$ cat src/hdl/hts_queue.sv
// Short first-in first-out queue between the front and back parts.
// Generic in width and depth; depends on nothing else.
module hts_queue #(
  parameter int WIDTH = 64,
  parameter int DEPTH = 8
) (
  input  logic             clk,
  input  logic             rst,
  input  logic             push,
  input  logic [WIDTH-1:0] push_data,
  input  logic             pop,
  output logic             head_valid,
  output logic [WIDTH-1:0] head_data
);

  localparam int PW = (DEPTH > 1) ? $clog2(DEPTH) : 1;
  localparam int CW = $clog2(DEPTH + 1);

  logic [WIDTH-1:0] entries [DEPTH];
  logic [PW-1:0]    wr_ptr;
  logic [PW-1:0]    rd_ptr;
  logic [CW-1:0]    count;

  function automatic logic [PW-1:0] ptr_inc(input logic [PW-1:0] p);
    return (p == PW'(DEPTH - 1)) ? '0 : p + PW'(1);
  endfunction

  assign head_valid = (count != '0);
  assign head_data  = entries[rd_ptr];

  always_ff @(posedge clk) begin
    if (push) begin
      entries[wr_ptr] <= push_data;
    end
  end

  always_ff @(posedge clk) begin
    if (rst) begin
      wr_ptr <= '0;
      rd_ptr <= '0;
      count  <= '0;
    end else begin
      if (push) begin
        wr_ptr <= ptr_inc(wr_ptr);
      end
      if (pop) begin
        rd_ptr <= ptr_inc(rd_ptr);
      end
      if (push && !pop) begin
        count <= count + CW'(1);
      end else if (pop && !push) begin
        count <= count - CW'(1);
      end
    end
  end

endmodule

$ cat config.mk
export PLATFORM = sky130hd
export DESIGN_NAME = hts_queue
export DESIGN_NICKNAME = d
export VERILOG_FILES = /design/src/hdl/hts_queue.sv
export SDC_FILE = /design/constraint.sdc
export NUM_CORES = 1
export LEC_CHECK = 0
export BUFFER_PORTS_ARGS = -buffer_cell sky130_fd_sc_hd__buf_4
export CAP_MARGIN = 0
export CORE_MARGIN = 3
export CORE_UTILIZATION = 45
export DETAILED_ROUTE_END_ITERATION = 8
export PLACE_DENSITY_LB_ADDON = 0.25
export SYNTH_ARGS = -nofsm -noshare
export SYNTH_HDL_FRONTEND = slang
export SYNTH_SLANG_ARGS = --single-unit
export TNS_END_PERCENT = 20
$ cat constraint.sdc
create_clock -name clk -period 7.8 [get_ports clk]
set_input_delay 0 -clock clk [delete_from_list [all_inputs] [get_ports clk]]
set_output_delay 0 -clock clk [all_outputs]
set_load 0.01 [all_outputs]
==> flow_summary.toml <==
[worst_setup_path]
worst-path-buf-inv = 2
worst_ep_arrival_time_ns = 3.43
cp-end-kind = "output port"
worst-path-max-fanout = 71
required_ns = 7.80
worstSetupPathDepth = 4
start_kind = "register"
critPathMostFrequentCell = "buf_4"
slowest_delay_ns = 1.08
path_class = "reg -> out"
ff2ff_path_depth = 3
slowest_stage = "dfxtp_4"
crit_chain = "buf_4, mux4_2, mux2_2, buf_4"
cp_top_family = "flip-flops"

[global_routing]
first_global_vias = 9823
overflow = 0
grt_util_all_layers = 0.170
grt_pass1_wl_mm = 59.7
grt_start_max_net_pins = 93
antenna_found_initial = 0

[sta]
fin_ws_ns = 4.37
setup_viol = 0
tightestPinTransition_ns = 1.12
fin_crit_sh = 0.440
slew_viol_final = 0
tns_ns = 0
final_hold_viol_count = 0
min_period_ns = 3.43
holdWs_ns = 0.201
rsz0062_at_grt = "false"
max_freq_mhz = 291
relSlewSlack = 0.253
skew_ns = 0.0139

[drt]
wl_met2_mm = 18.8
vias_per_cell = 5.33
firstDrtPassIters = 5
drt_iter0_drc = 666
drc_errors = 0
ant_nets = 0
routed_wl_mm = 38.6
wl_met1_mm = 17.4
wire_per_inst_um = 23.1
top_layer = "met4"
vias = 8883
dr_wl_met3_mm = 1.75

[synth]
ys_ff_latch = 525
yosysSeqAreaShare = 0.788
synth_edf_count = 512
syn_inst = 813
netlist_area_um2 = 19800
yosysUniqueCellTypes = 25
yosysWarnings = 0
synth_fp_nets = 889
synth-async-reset-ratio = 0
synth.avg_cell_area_um2 = 24.4
synthFlopType = "edfxtp_1"

[floorplanning]
start_util = 0.458
core_area_um2 = 43400
io_pins = 133
fp-row-count = 76
dieWidth_um = 216
die_h_um = 216
die-area_um2 = 46700

[placed_design]
dpl_cell_area_um2 = 21500
routabilityCongestion = 0.680
placedCellCount = 1511
dpl.hpwl_mm = 19.5
io_buffers = 132
post-place-ws_ns = 4.87

[final_layout]
final_area_um2 = 23800
fin_cells = 1667
finish.utilization = 0.550
final_net_count = 1124
n_antenna_cell = 0
layout-drive-gt1-share = 0.389
area_growth_pct = 20.1
n_fill_cell = 3349

[hold_path]
hold_class = "in -> reg"
holdPathStages = 2

[clock_network]
clockBufferDepth = 3
numCtsBuffers = 53
cts.sinks = 525
insertion_delay_ns = 0.58
htree_levels = 2
clockRootBuffer = "clkbuf_16"
cts_resized = 0
clk_pin_slew_worst_paths_ns = 0.06
cts_post_setup_buffers_inserted = 0
cts_tree = "yes"

[power]
vdd_drop_max_v = 0.000192
power_mw = 6.03
p_per_area_nw_per_um2 = 253
leakage_nw = 7.68

[run_status]
outcome = "completed"

[run]
maxCapViolCount = 0
sequential cells by signal (all words and copies together), names as in the netlist, named ones only:
register  cells
entries     512
count         4
rd_ptr        3
wr_ptr        3
worst register-to-register path: cells and delay by family (launching register included):
kind | cells | cell delay (ns)
buffers and inverters | 1 | 0.75
flip-flops | 1 | 0.33
AND/OR/NAND/NOR | 2 | 1.16
routing by layer:
metal / up-vias / global-route usage
li1: 3928 / -
met1: 4749 / 0.237
met2: 160 / 0.277
met3: 46 / 0.0370
met4: 0 / 0.0398
met5: - / 0
synth_stat cells (2+ instances only):
cell type / count / share of area
mux4_2: 128 / 0.15
nand2b_1: 3 / 0.00095
mux2i_1: 3 / 0.0015
nor2_1: 21 / 0.0040
clkbuf_1: 11 / 0.0021
a21oi_1: 6 / 0.0015
buf_2: 3 / 0.00076
buf_1: 9 / 0.0017
buf_4: 2 / 0.00076
edfxtp_1: 512 / 0.77
buf_6: 12 / 0.0068
inv_1: 3 / 0.00057
nand2_1: 4 / 0.00076
ha_1: 7 / 0.0044
dfxtp_1: 13 / 0.013
nor3_1: 3 / 0.00076
mux2_2: 65 / 0.037
worst paths after layout:
kind,end,slack (ns),start
max,head_data[2],4.37,register
min,entries[3][49],0.20,push_data[49]
max reg2reg,entries[2][54],5.14,wr_ptr[0]
min reg2reg,register,0.53,rd_ptr[2]
where the power goes:
| part | switching (mW) | total [mW] | internal, mW |
|---|---|---|---|
| Combinational | 0.203 | 0.445 | 0.242 |
| Sequential | 0.0354 | 3.19 | 3.16 |
| Clock | 0.997 | 2.40 | 1.40 |
what timing repair did:
action | CTS | global route
endpoints found under the setup margin | 0 | 0
endpoints found under the hold margin | 525 | 0
hold buffers | 67 | 0
layout make-up:
| cell class | instances | area [um^2] | area share |
|---|---|---|---|
| clock buffer | 61 | 1360 | 0.0569 |
| clock inverter | 28 | 267 | 0.0112 |
| inverter | 3 | 11.3 | 0.000472 |
| multi-input combinational | 248 | 4020 | 0.168 |
| sequential | 525 | 15600 | 0.656 |
| tap | 585 | 732 | 0.0307 |
| timing repair buffer | 217 | 1810 | 0.0759 |
cells in the final DEF (no fill, tap or decap), types with 2 or more instances in the layout:
cell type | synthesis | layout
edfxtp_1 | 512 | 512
clkinv_2 | 0 | 6
bufinv_16 | 0 | 5
nand2_1 | 4 | 4
ha_1 | 7 | 7
mux2i_1 | 3 | 3
a21oi_1 | 6 | 6
clkbuf_16 | 0 | 53
inv_1 | 3 | 3
dfxtp_1 | 13 | 10
nor2_4 | 0 | 6
mux4_2 | 128 | 128
nor2_1 | 21 | 15
dfxtp_4 | 0 | 3
nor3_2 | 0 | 2
clkinv_1 | 0 | 14
buf_4 | 2 | 149
mux2_2 | 65 | 65
dlygate4sd3_1 | 0 | 67
clkbuf_1 | 11 | 8
nand2b_1 | 3 | 3
cells by family after synthesis:
logic type,after synthesis,share of synthesized area
AO/OA/AOI/OAI,8,0.00221
XOR/XNOR,2,0.000883
buffers and inverters,40,0.0127
flip-flops,525,0.788
AND/OR/NAND/NOR,34,0.00738
adder cells (fa/ha/maj),8,0.00542
multiplexers,196,0.184
Power figures use the tool's default switching activity.
